**src/rtl/core/glf_pkg.sv**
```systemverilog
// Shared types and constants for the multibyte glyph locator.
// Used by every module of the block; no dependencies.
package glf_pkg;

  typedef enum logic [1:0] {
    MODE_SINGLE = 2'd0,
    MODE_SJIS   = 2'd1,
    MODE_EUC    = 2'd2,
    MODE_GB     = 2'd3
  } glf_mode_e;

  localparam int QDEPTH = 2;
  localparam int QPTR_W = (QDEPTH > 1) ? $clog2(QDEPTH) : 1;
  localparam int QCNT_W = $clog2(QDEPTH + 1);

  localparam logic [1:0]  STRIDE_NORMAL = 2'd1;
  localparam logic [1:0]  STRIDE_HALVES = 2'd2;
  localparam logic [19:0] NATIONAL_BASE = 20'd4096;
  localparam logic [19:0] STEP_NORMAL   = 20'd16;
  localparam logic [19:0] STEP_HALVES   = 20'd1;
  localparam logic [13:0] HALF_WIDTH    = 14'd8;

  // one queued draw job: a single glyph or a double-byte pair
  typedef struct packed {
    logic        is_pair;
    logic        font_table;
    logic        interleave;
    logic [14:0] cell_idx;
    logic [7:0]  code;
    logic [13:0] pen;
  } glf_op_t;

  typedef struct packed {
    logic full;
    logic empty;
  } glf_qstat_t;

endpackage

```
**src/rtl/core/glf_in_if.sv**
```systemverilog
// Input byte channel: valid/ready plus text byte payload.
// Depends on nothing.
interface glf_in_if;
  logic        valid;
  logic        ready;
  logic [7:0]  code_byte;
  logic        first_of_string;
  logic [11:0] start_x;

  modport source (output valid, code_byte, first_of_string, start_x, input ready);
  modport sink   (input valid, code_byte, first_of_string, start_x, output ready);
endinterface

```
**src/rtl/core/glf_out_if.sv**
```systemverilog
// Output glyph command channel: valid/ready plus draw command payload.
// Depends on nothing.
interface glf_out_if;
  logic               valid;
  logic               ready;
  logic               font_table;
  logic [19:0]        glyph_offset;
  logic signed [13:0] draw_x;
  logic [1:0]         row_stride;
  logic               last_glyph;

  modport source (output valid, font_table, glyph_offset, draw_x, row_stride, last_glyph,
                  input ready);
  modport sink   (input valid, font_table, glyph_offset, draw_x, row_stride, last_glyph,
                  output ready);
endinterface

```
**src/rtl/core/glf_front.sv**
```systemverilog
// Front end: accepts text beats, tracks pen and lead byte, classifies codes.
// Depends on glf_pkg and glf_in_if.
module glf_front
  import glf_pkg::*;
(
  input  logic        clk_i,
  input  logic        rst_ni,
  input  glf_mode_e   mode_i,
  glf_in_if.sink      text_i,
  input  glf_qstat_t  qstat_i,
  output logic        push_o,
  output glf_op_t     op_o
);

  logic [7:0]  lead_q, lead_d;
  logic [13:0] pen_q, pen_d;
  logic [13:0] pen_cur;
  logic        accept;
  logic        emit;
  logic [7:0]  b;
  logic [14:0] k_base, k_adj, t_val, prod;
  logic        k_inc;

  assign b       = text_i.code_byte;
  assign accept  = text_i.valid && text_i.ready;
  assign pen_cur = text_i.first_of_string ? {2'b00, text_i.start_x} : pen_q;
  assign text_i.ready = !qstat_i.full;

  always_comb begin
    k_base = 15'd0;
    t_val  = 15'd0;
    k_inc  = 1'b0;
    if (mode_i == MODE_SJIS) begin
      if (lead_q inside {[8'h81:8'h9f]}) begin
        k_base = 15'({7'd0, lead_q} - 15'h81) << 1;
      end else begin
        k_base = 15'((15'({7'd0, lead_q} - 15'he0) << 1) + 15'd62);
      end
      if (b inside {[8'h40:8'h7e]}) begin
        t_val = 15'({7'd0, b} - 15'h40);
      end else if (b inside {[8'h80:8'h9e]}) begin
        t_val = 15'({7'd0, b} - 15'h80 + 15'd63);
      end else begin
        t_val = 15'({7'd0, b} - 15'h9f);
        k_inc = 1'b1;
      end
    end else begin
      k_base = 15'({7'd0, lead_q} - 15'ha1);
      t_val  = 15'({7'd0, b} - 15'ha1);
    end
  end

  assign k_adj = k_base + {14'd0, k_inc};
  assign prod  = 15'(k_adj * 15'd94);

  always_comb begin
    lead_d        = lead_q;
    emit          = 1'b1;
    op_o.is_pair    = 1'b0;
    op_o.font_table = 1'b1;
    op_o.interleave = 1'b0;
    op_o.cell_idx   = prod + t_val;
    op_o.code       = b;
    op_o.pen        = pen_cur;
    case (mode_i)
      MODE_SINGLE: begin
        op_o.font_table = 1'b0;
      end
      MODE_SJIS, MODE_EUC: begin
        if (lead_q == 8'd0) begin
          if ((mode_i == MODE_SJIS && (b inside {[8'h81:8'h9f], [8'he0:8'hfc]})) ||
              (mode_i == MODE_EUC && (b inside {[8'h81:8'hfe]}))) begin
            lead_d = b;
            emit   = 1'b0;
          end
        end else begin
          lead_d       = 8'd0;
          op_o.is_pair = 1'b1;
        end
      end
      MODE_GB: begin
        if (lead_q == 8'd0) begin
          if (b >= 8'ha0) begin
            lead_d = b;
            emit   = 1'b0;
          end else begin
            op_o.font_table = 1'b0;
          end
        end else begin
          lead_d          = 8'd0;
          op_o.is_pair    = 1'b1;
          op_o.interleave = 1'b1;
        end
      end
      default: begin
        op_o.font_table = 1'b0;
      end
    endcase
  end

  assign pen_d  = pen_cur + HALF_WIDTH;
  assign push_o = accept && emit;

  always_ff @(posedge clk_i or negedge rst_ni) begin
    if (!rst_ni) begin
      lead_q <= 8'd0;
      pen_q  <= 14'd0;
    end else if (accept) begin
      lead_q <= lead_d;
      pen_q  <= pen_d;
    end
  end

endmodule

```
**src/rtl/core/glf_queue.sv**
```systemverilog
// Short job queue between front and back ends.
// Depends on glf_pkg.
module glf_queue
  import glf_pkg::*;
(
  input  logic       clk_i,
  input  logic       rst_ni,
  input  logic       push_i,
  input  glf_op_t    op_i,
  input  logic       pop_i,
  output glf_op_t    op_o,
  output glf_qstat_t stat_o
);

  glf_op_t             mem_q [QDEPTH];
  logic [QPTR_W-1:0]   wr_q, rd_q;
  logic [QCNT_W-1:0]   cnt_q;
  logic                do_push, do_pop;

  assign stat_o.full  = (cnt_q == QCNT_W'(QDEPTH));
  assign stat_o.empty = (cnt_q == '0);
  assign do_push = push_i && !stat_o.full;
  assign do_pop  = pop_i && !stat_o.empty;
  assign op_o    = mem_q[rd_q];

  always_ff @(posedge clk_i) begin
    if (do_push) begin
      mem_q[wr_q] <= op_i;
    end
  end

  always_ff @(posedge clk_i or negedge rst_ni) begin
    if (!rst_ni) begin
      wr_q  <= '0;
      rd_q  <= '0;
      cnt_q <= '0;
    end else begin
      if (do_push) begin
        wr_q <= (wr_q == QPTR_W'(QDEPTH - 1)) ? '0 : wr_q + 1'b1;
      end
      if (do_pop) begin
        rd_q <= (rd_q == QPTR_W'(QDEPTH - 1)) ? '0 : rd_q + 1'b1;
      end
      cnt_q <= cnt_q + QCNT_W'(do_push) - QCNT_W'(do_pop);
    end
  end

endmodule

```
**src/rtl/core/glf_back.sv**
```systemverilog
// Back end: turns queued jobs into one or two glyph command beats.
// Depends on glf_pkg and glf_out_if.
module glf_back
  import glf_pkg::*;
(
  input  logic       clk_i,
  input  logic       rst_ni,
  input  glf_op_t    op_i,
  input  glf_qstat_t qstat_i,
  output logic       pop_o,
  glf_out_if.source  glyph_o
);

  logic        valid_q;
  logic        table_q;
  logic [19:0] off_q;
  logic [13:0] x_q;
  logic [1:0]  stride_q;
  logic        last_q;

  logic        second_q;
  logic [19:0] off2_q;
  logic [13:0] x2_q;
  logic [1:0]  stride2_q;

  logic        load;
  logic [19:0] off0, off1;

  assign load  = !valid_q || glyph_o.ready;
  assign pop_o = load && !second_q && !qstat_i.empty;

  assign off0 = {op_i.cell_idx, 5'd0} + (op_i.interleave ? 20'd0 : NATIONAL_BASE);
  assign off1 = off0 + (op_i.interleave ? STEP_HALVES : STEP_NORMAL);

  always_ff @(posedge clk_i or negedge rst_ni) begin
    if (!rst_ni) begin
      valid_q  <= 1'b0;
      second_q <= 1'b0;
    end else if (load) begin
      if (second_q) begin
        valid_q  <= 1'b1;
        second_q <= 1'b0;
      end else if (!qstat_i.empty) begin
        valid_q  <= 1'b1;
        second_q <= op_i.is_pair;
      end else begin
        valid_q  <= 1'b0;
      end
    end
  end

  always_ff @(posedge clk_i) begin
    if (load) begin
      if (second_q) begin
        table_q  <= 1'b1;
        off_q    <= off2_q;
        x_q      <= x2_q;
        stride_q <= stride2_q;
        last_q   <= 1'b1;
      end else if (!qstat_i.empty) begin
        if (op_i.is_pair) begin
          table_q   <= 1'b1;
          off_q     <= off0;
          x_q       <= op_i.pen - HALF_WIDTH;
          stride_q  <= op_i.interleave ? STRIDE_HALVES : STRIDE_NORMAL;
          last_q    <= 1'b0;
          off2_q    <= off1;
          x2_q      <= op_i.pen;
          stride2_q <= op_i.interleave ? STRIDE_HALVES : STRIDE_NORMAL;
        end else begin
          table_q  <= op_i.font_table;
          off_q    <= {8'd0, op_i.code, 4'd0};
          x_q      <= op_i.pen;
          stride_q <= STRIDE_NORMAL;
          last_q   <= 1'b1;
        end
      end
    end
  end

  assign glyph_o.valid        = valid_q;
  assign glyph_o.font_table   = table_q;
  assign glyph_o.glyph_offset = off_q;
  assign glyph_o.draw_x       = $signed(x_q);
  assign glyph_o.row_stride   = stride_q;
  assign glyph_o.last_glyph   = last_q;

endmodule

```
**src/rtl/core/multibyte_text_glyph_locator.sv**
```systemverilog
// Multibyte text glyph locator: text bytes in, glyph draw commands out.
// An accepted byte passes the queue, then the output register. Input takes one byte per
// cycle while the queue is not full; the output register gives one beat per cycle while
// ready is high; a double-byte glyph gives two beats, a single one; lead bytes none.
// Reset: asynchronous active-low; clears mode, lead byte, pen, queue and output valid.
module multibyte_text_glyph_locator
  import glf_pkg::*;
(
  input  logic       clk_i,
  input  logic       rst_ni,
  input  logic       text_mode_we_i,
  input  logic [1:0] text_mode_i,
  glf_in_if.sink     text_i,
  glf_out_if.source  glyph_o
);

  glf_mode_e  mode_q;
  glf_op_t    push_op, head_op;
  glf_qstat_t qstat;
  logic       push, pop;

  always_ff @(posedge clk_i or negedge rst_ni) begin
    if (!rst_ni) begin
      mode_q <= MODE_SINGLE;
    end else if (text_mode_we_i) begin
      mode_q <= glf_mode_e'(text_mode_i);
    end
  end

  glf_front u_front (
    .clk_i   (clk_i),
    .rst_ni  (rst_ni),
    .mode_i  (mode_q),
    .text_i  (text_i),
    .qstat_i (qstat),
    .push_o  (push),
    .op_o    (push_op)
  );

  glf_queue u_queue (
    .clk_i  (clk_i),
    .rst_ni (rst_ni),
    .push_i (push),
    .op_i   (push_op),
    .pop_i  (pop),
    .op_o   (head_op),
    .stat_o (qstat)
  );

  glf_back u_back (
    .clk_i   (clk_i),
    .rst_ni  (rst_ni),
    .op_i    (head_op),
    .qstat_i (qstat),
    .pop_o   (pop),
    .glyph_o (glyph_o)
  );

endmodule

```
**src/flat_wrapper.sv**
```systemverilog
// flat-port wrapper written by rule: the top's interface ports become plain ports
module multibyte_text_glyph_locator_flat import glf_pkg::*;
  (clk_i, rst_ni, text_mode_we_i, text_mode_i, text_i_valid, text_i_code_byte, text_i_first_of_string, text_i_start_x, text_i_ready, glyph_o_valid, glyph_o_font_table, glyph_o_glyph_offset, glyph_o_draw_x, glyph_o_row_stride, glyph_o_last_glyph, glyph_o_ready);
  glf_in_if text_i_i ();
  glf_out_if glyph_o_i ();
  input  logic clk_i;
  input  logic rst_ni;
  input  logic text_mode_we_i;
  input  logic [1:0] text_mode_i;
  input wire logic [$bits(text_i_i.valid)-1:0] text_i_valid;
  input wire logic [$bits(text_i_i.code_byte)-1:0] text_i_code_byte;
  input wire logic [$bits(text_i_i.first_of_string)-1:0] text_i_first_of_string;
  input wire logic [$bits(text_i_i.start_x)-1:0] text_i_start_x;
  output wire logic [$bits(text_i_i.ready)-1:0] text_i_ready;
  output wire logic [$bits(glyph_o_i.valid)-1:0] glyph_o_valid;
  output wire logic [$bits(glyph_o_i.font_table)-1:0] glyph_o_font_table;
  output wire logic [$bits(glyph_o_i.glyph_offset)-1:0] glyph_o_glyph_offset;
  output wire logic [$bits(glyph_o_i.draw_x)-1:0] glyph_o_draw_x;
  output wire logic [$bits(glyph_o_i.row_stride)-1:0] glyph_o_row_stride;
  output wire logic [$bits(glyph_o_i.last_glyph)-1:0] glyph_o_last_glyph;
  input wire logic [$bits(glyph_o_i.ready)-1:0] glyph_o_ready;
  assign text_i_i.valid = text_i_valid;
  assign text_i_i.code_byte = text_i_code_byte;
  assign text_i_i.first_of_string = text_i_first_of_string;
  assign text_i_i.start_x = text_i_start_x;
  assign text_i_ready = text_i_i.ready;
  assign glyph_o_valid = glyph_o_i.valid;
  assign glyph_o_font_table = glyph_o_i.font_table;
  assign glyph_o_glyph_offset = glyph_o_i.glyph_offset;
  assign glyph_o_draw_x = glyph_o_i.draw_x;
  assign glyph_o_row_stride = glyph_o_i.row_stride;
  assign glyph_o_last_glyph = glyph_o_i.last_glyph;
  assign glyph_o_i.ready = glyph_o_ready;
  multibyte_text_glyph_locator u_core (.clk_i(clk_i), .rst_ni(rst_ni), .text_mode_we_i(text_mode_we_i), .text_mode_i(text_mode_i), .text_i(text_i_i), .glyph_o(glyph_o_i));
endmodule
```
**config.mk**
```make
export PLATFORM = sky130hd
export DESIGN_NAME = multibyte_text_glyph_locator_flat
export DESIGN_NICKNAME = d
export VERILOG_FILES = /design/src/rtl/core/glf_pkg.sv /design/src/rtl/core/glf_in_if.sv /design/src/rtl/core/glf_out_if.sv /design/src/rtl/core/glf_front.sv /design/src/rtl/core/glf_queue.sv /design/src/rtl/core/glf_back.sv /design/src/rtl/core/multibyte_text_glyph_locator.sv /design/src/flat_wrapper.sv
export SDC_FILE = /design/constraint.sdc
export NUM_CORES = 1
export LEC_CHECK = 0
export ABC_AREA = 1
export BUFFER_PORTS_ARGS = -buffer_cell sky130_fd_sc_hd__buf_4
export CORE_AREA = 2 2 182 184
export CTS_CLUSTER_DIAMETER = 30
export DETAILED_ROUTE_END_ITERATION = 16
export DIE_AREA = 0 0 184 186
export PLACE_DENSITY_LB_ADDON = 0.12
export SETUP_SLACK_MARGIN = 0.1
export SYNTH_ARGS = -nofsm -noshare
export SYNTH_HDL_FRONTEND = slang
export SYNTH_HIERARCHICAL = 1
export SYNTH_SLANG_ARGS = --single-unit
```
**constraint.sdc**
```tcl
create_clock -name clk_i -period 6.9 [get_ports clk_i]
set_input_delay 2.07 -clock clk_i [delete_from_list [all_inputs] [get_ports clk_i]]
set_output_delay 2.07 -clock clk_i [all_outputs]
set_load 0.03 [all_outputs]
```
==> impl_metrics.toml, run 1 <==
[yosys]
synthXorXnorAreaFrac = 0.0345
synth_compound_area_frac = 0.0714
ys_top_cells_by_area = "edfxtp_1 (39%), nand2_1 (13%), ha_1 (7.7%), dfrtp_1 (6.7%), inv_1 (6.2%)"
synth_top_cell_area_share = 0.392
synth_cell_types = 54
yosysTopAreaCell = "edfxtp_1"
synth_top_family_by_area = "simple AND/OR/NAND/NOR gates"
ys_seq_area_frac = 0.459
syn_area_per_cell_um2 = 8.98
async_flop_share = 0.170
synthAdderAreaFrac = 0.124
yosysWarnings = 6
syn_inst = 1246
synth_area_um2 = 11200
ys_seq_elements = 176
synth_edf_count = 146
synthMuxAreaShare = 0
synthFlopType = "edfxtp_1"
synthSimpleGateAreaFrac = 0.216

[hold_path]
hold_depth = 2
hp-start = "u_core/u_queue/wr_q$_DFFE_PN0P_"
hold_end = "u_core/u_queue/wr_q$_DFFE_PN0P_"
worstHoldPathType = "reg2reg"

[outcome]
run_status = "finished clean"

[routing]
drt_wl_total_um = 24100
drt-initial-drc-count = 419
ant_nets = 0
drc = 0
drt_first_pass_iters = 5
via_per_inst = 4.56
routedWlPerCell_um = 13.7
dr_total_vias = 7999

[setup_path]
startpoint_type = "input pin"
cp_data_arrival_time_ps = 6590
crit_path_max_incr_delay_ps = 530
r2r-start = "u_core/u_front/lead_q[5]$_DFFE_PN0P_"
cp_common_cell = "nand2_1"
worst_r2r_path_depth = 33
endpoint_kind = "flip-flop"
cp_slowest_cell = "fa_1"
timing.rr.end = "u_core/u_queue/mem_q[0][36]$_DFFE_PP_"
critPathKind = "in2reg"
cp_max_fo = 9
required_ps = 7090
rrSetupSlack_ps = 1100

[cts]
clkSinkCount = 176
clk_latency_ps = 430
h-tree-depth = 4
cts.clk_slew.worst_paths_ps = 70
cts-root-buf = "clkbuf_16"
cts_tree = "done"
ctsHoldBuffers = 0
clock_path_buffers = 2
cts_buffers = 17

[finish]
nNetsFinal = 1456
layout_commonest_cell = "nand2_1"
area_delta_synth_final_pct = 15.2
drive_gt1_frac = 0.164
design_area_um2 = 12900
final_cell_mix = "nand2_1 (372), inv_1 (182), edfxtp_1 (146)"
diodes = 0

[timing]
timing.fmax_mhz = 156
fin_ws_ps = 493
fin_crit_sh = 0.929
rsz0062_at_grt = "no"
finalCriticalPeriod_ps = 6410
setup_viol = 0
max-slew-margin-rel = 0.526
drv_slew = 0
worstMarginPinSlew_ps = 711
skew_ps = 17.9
hold_viol_final = 0

[placed_design]
port_buffers = 64
place_ws_ps = -49.0
place_congestion = 0.875
hpwl_um = 18200
place_area_um2 = 12200

[global_route]
grt.total_usage = 0.147
grt_pass1_vias = 7607
antenna_found_initial = 1
grt_start_max_net_pins = 42
grt_overflow = 0
grt_pass1_wl_um = 39200

[floorplan]
start_util = 0.347
die_width_um = 184
chipHeight_um = 186
num_io_pins = 68
core_area_um2 = 32200
design.die.area_um2 = 34200
fp-row-count = 66

[flow_run]
maxCapViolCount = 0
## sequential cells by signal, summed over array words and instances (netlist names), 2 cells and up
name,flops
u_core/u_back/glyph_o.row_stride,2
u_core/u_queue/cnt_q,2
u_core/u_front/pen_q,14
u_core/u_front/lead_q,8
u_core/u_back/glyph_o.glyph_offset,17
u_core/u_back/glyph_o.draw_x,14
u_core/u_queue/mem_q,80
u_core/u_back/off2_q,16
u_core/u_back/x2_q,14
u_core/mode_q,2
## area by class of cell
cell class                 instances  area (µm²)
clock inverter                    14         156
sequential                       176        5130
inverter                         193         733
tap                              408         510
fill                            3237       19300
clock buffer                      18         439
multi-input combinational        838        5110
timing repair buffer             107         803
## cells by family after synthesis
family	after synthesis
AND/OR/NAND/NOR	561
buffers and inverters	234
flip-flops	176
AO/OA/AOI/OAI	134
adder cells (fa/ha/maj)	95
XOR/XNOR	44
other	2
## repair_timing
action                     CTS  global route
buffers inserted             0             1
setup endpoints to repair    0             4
resized for setup            0            11
## Yosys cell counts, drive strengths merged (2+ instances only)
cell type	n
a21o	4
a21oi	31
a22o	2
a31oi	9
buf	34
clkbuf	7
clkinv	2
conb	2
dfrtp	30
edfxtp	146
fa	26
ha	69
inv	191
nand2	395
nand3	69
nand3b	2
nand4	10
nor2	70
nor3	5
nor4	2
o211ai	5
o21ai	57
o21bai	5
o22ai	2
o31ai	11
or2	7
xnor2	14
xor2	30
## worst max-delay path by stage
stage,cells after the start,endpoint,slack [ps],start
2_1_floorplan,35,u_core/u_queue/mem_q[0][36]$_DFFE_PP_,110,text_i_code_byte[7]
3_3_place_gp,36,u_core/u_queue/mem_q[0][36]$_DFFE_PP_,40,text_i_code_byte[7]
3_5_place_dp,36,u_core/u_queue/mem_q[0][36]$_DFFE_PP_,-50,text_i_code_byte[7]
4_1_cts,36,u_core/u_queue/mem_q[0][36]$_DFFE_PP_,390,text_i_code_byte[7]
5_1_grt,36,u_core/u_queue/mem_q[0][36]$_DFFE_PP_,100,text_i_code_byte[7]
6_report,34,u_core/u_queue/mem_q[0][36]$_DFFE_PP_,490,text_i_code_byte[7]
## layer usage
layer  share of wire  track usage
met4           0.011       0.0419
met1            0.52        0.209
met5         0.00054            0
met2            0.44        0.229
met3           0.033       0.0256
## per-stage QoR
| stage | TNS (ps) | util | hold slack, ps | cells |
|---|---|---|---|---|
| global route | 0 | 0.400 | 494 | 1754 |
| floorplan | 0 | - | 442 | 1248 |
| detailed placement | -98.0 | 0.380 | 460 | 1721 |
| finish | 0 | 0.400 | 472 | 1754 |
| global placement | 0 | 0.380 | 453 | 1721 |
| CTS | 0 | 0.398 | 477 | 1753 |
## worst max-delay path: cells and delay by family
| kind | cells | cell delay [ps] |
|---|---|---|
| adder cells (fa/ha/maj) | 6 | 1790 |
| AO/OA/AOI/OAI | 10 | 1320 |
| AND/OR/NAND/NOR | 10 | 720 |
| buffers and inverters | 7 | 560 |
| XOR/XNOR | 1 | 130 |
Power of run 1 is left out: the tool's default activity adds up to more than one toggle a clock period on the data nets, which glitch-free logic cannot reach.
==> run 2: changes to the inputs <==
- ABC_AREA: 1 -> not set
- CORE_AREA: 2 2 182 184 -> 2 2 180 182
- DIE_AREA: 0 0 184 186 -> 0 0 182 184
==> run 2 against run 1 <==
Global-route usage fell by 1.2 points. Final area fell by 3.3%. Critical path type unchanged. Clock skew fell by 4.3 ps. Routed wire length fell by 11%. Flip-flop and latch count did not move. Register-to-register slack got worse by 220 ps.
==> impl_metrics.toml, run 2 <==
[cts]
cts_tree = "done"
cts-root-buf = "clkbuf_16"
cts.clk_slew.worst_paths_ps = 70
ctsHoldBuffers = 0
cts_buffers = 17
clkSinkCount = 176
clock_path_buffers = 2
postCtsSetupRepairBufs = 0
h-tree-depth = 4
clk_latency_ps = 430

[timing]
skew_ps = 13.6
fin_crit_sh = 0.925
tns_ps = 0
worstMarginPinSlew_ps = 1070
hold_viol_final = 0
timing.fmax_mhz = 157
setup_viol = 0
rsz0062_at_grt = "no"
finalCriticalPeriod_ps = 6390
max-slew-margin-rel = 0.284
drv_slew = 0

[setup_path]
cp_common_cell = "ha_1"
r2r-start = "u_core/mode_q[1]$_DFFE_PN0P_"
startpoint = "text_i_code_byte[4]"
cp_data_arrival_time_ps = 6560
required_ps = 7070
startpoint_type = "input pin"
cp_max_fo = 6
critPathKind = "in2reg"
timing.rr.end = "u_core/u_queue/mem_q[0][36]$_DFFE_PP_"
rrSetupSlack_ps = 880
endpoint_kind = "flip-flop"
critPathCapture = "u_core/u_queue/mem_q[0][36]$_DFFE_PP_"
crit_path_max_incr_delay_ps = 530
cp_slowest_cell = "fa_1"
worst_r2r_path_depth = 24

[global_route]
grt_pass1_vias = 6644
grt.total_usage = 0.135
antenna_found_initial = 0
grt_start_max_net_pins = 42
grt_pass1_wl_um = 35600
grt_overflow = 0

[yosys]
ys_seq_area_frac = 0.472
synthFlopType = "edfxtp_1"
yosysWarnings = 6
ys_seq_elements = 176
syn_inst = 915
yosysTopAreaCell = "edfxtp_1"
synth_cell_types = 81
synth.most_common_cell = "edfxtp_1"
yosys-top-cells-count = "edfxtp_1 (146), inv_1 (87), ha_1 (69), nand2_1 (69), xnor2_1 (46)"
ys_top_cells_by_area = "edfxtp_1 (40%), ha_1 (7.9%), dfrtp_1 (6.9%), mux2_4 (5.4%), fa_1 (4.8%)"
syn_area_per_cell_um2 = 11.9
synth_edf_count = 146
async_flop_share = 0.170
synth_area_um2 = 10900
synth_top_cell_area_share = 0.403

[routing]
drt-initial-drc-count = 335
drt_wl_total_um = 21500
ant_nets = 0
via_per_inst = 4.71
drt_first_pass_iters = 4
routedWlPerCell_um = 15.5
dr_total_vias = 6566
drc = 0

[finish]
drive_gt1_frac = 0.222
final_cell_mix = "edfxtp_1 (146), buf_4 (92), inv_1 (87)"
diodes = 0
largest_reg_flops = 80
area_delta_synth_final_pct = 14.6
layout_commonest_cell = "edfxtp_1"
utilization = 0.397
nNetsFinal = 1101
regMostFlops = "u_core/u_queue/mem_q"

[floorplan]
num_io_pins = 68
design.die.area_um2 = 33500
chipHeight_um = 184
core_area_um2 = 31400
start_util = 0.346
die_width_um = 182
fp-row-count = 65

[hold_path]
worstHoldPathType = "reg2reg"
hold_depth = 2

[placed_design]
port_buffers = 64
hpwl_um = 15900
place_congestion = 0.794

[flow_run]
maxCapViolCount = 0

[outcome]
run_status = "finished clean"
-- run 2: changes by cell type after synthesis, moves of 25 or more --
cell	previous run	this run
nand2_1	373	69
nand3_1	65	16
xnor2_1	14	46
mux2_4	0	39
inv_1	184	87
nor2_1	57	32
-- run 2: how the worst min path moves through the flow --
stage	start	end
finish	u_core/u_front/pen_q[3]$_DFFE_PN0P_	u_core/u_front/pen_q[3]$_DFFE_PN0P_
floorplan	u_core/u_front/pen_q[7]$_DFFE_PN0P_	u_core/u_front/pen_q[7]$_DFFE_PN0P_
global placement	u_core/u_front/pen_q[7]$_DFFE_PN0P_	u_core/u_front/pen_q[7]$_DFFE_PN0P_
detailed placement	u_core/u_front/pen_q[7]$_DFFE_PN0P_	u_core/u_front/pen_q[7]$_DFFE_PN0P_
CTS	u_core/u_front/pen_q[3]$_DFFE_PN0P_	u_core/u_front/pen_q[3]$_DFFE_PN0P_
global route	u_core/u_front/pen_q[3]$_DFFE_PN0P_	u_core/u_front/pen_q[3]$_DFFE_PN0P_
-- run 2: logic make-up (layout without fill, tap and decap cells) --
| family | after synthesis | in the layout | synth area share |
|---|---|---|---|
| adders and majority gates | 95 | 95 | 0.127 |
| other | 2 | 4 | 0.000690 |
| buffers and inverters | 139 | 213 | 0.0614 |
| muxes | 72 | 72 | 0.0879 |
| DFF | 176 | 176 | 0.472 |
| xor gates and xnor gates | 72 | 72 | 0.0599 |
| and+or+nand+nor | 190 | 190 | 0.0911 |
| AOI/OAI and AO/OA | 169 | 169 | 0.0996 |
-- run 2: worst max-delay path, delay by kind of cell --
kind,cells,cell delay (ps)
adder cells (fa/ha/maj),5,1700
AO/OA/AOI/OAI,9,1250
AND/OR/NAND/NOR,7,1080
XOR/XNOR,2,260
buffers and inverters,3,200
-- run 2: per-stage QoR --
stage / hold slack [ps] / cells / setup slack (ps) / instance area [µm²]
3_5_place_dp: 465 / 1361 / 38.7 / 11800
4_1_cts: 483 / 1393 / 508 / 12500
5_1_grt: 505 / 1393 / 145 / 12500
2_1_floorplan: 442 / 917 / 104 / 10900
3_3_place_gp: 454 / 1361 / 109 / 11800
6_report: 478 / 1393 / 515 / 12500
-- run 2: cell type report --
type | count | area, µm²
sequential | 176 | 5140
inverter | 89 | 334
clock buffer | 19 | 433
tap | 402 | 503
clock inverter | 13 | 210
multi-input combinational | 602 | 5160
timing repair buffer | 92 | 691
fill | 3026 | 18900
-- run 2: timing repair --
item / in CTS / in global routing
hold endpoints to repair: 0 / 0
endpoints found under the setup margin: 0 / 4
gates resized for setup: 0 / 1
-- run 2: routing by layer --
metal | wire, µm | track usage
met2 | 9780 | 0.215
met1 | 11000 | 0.190
met4 | 265 | 0.0426
met3 | 499 | 0.0188
met5 | 0 | 0
Power of run 2 is left out for the same reason.
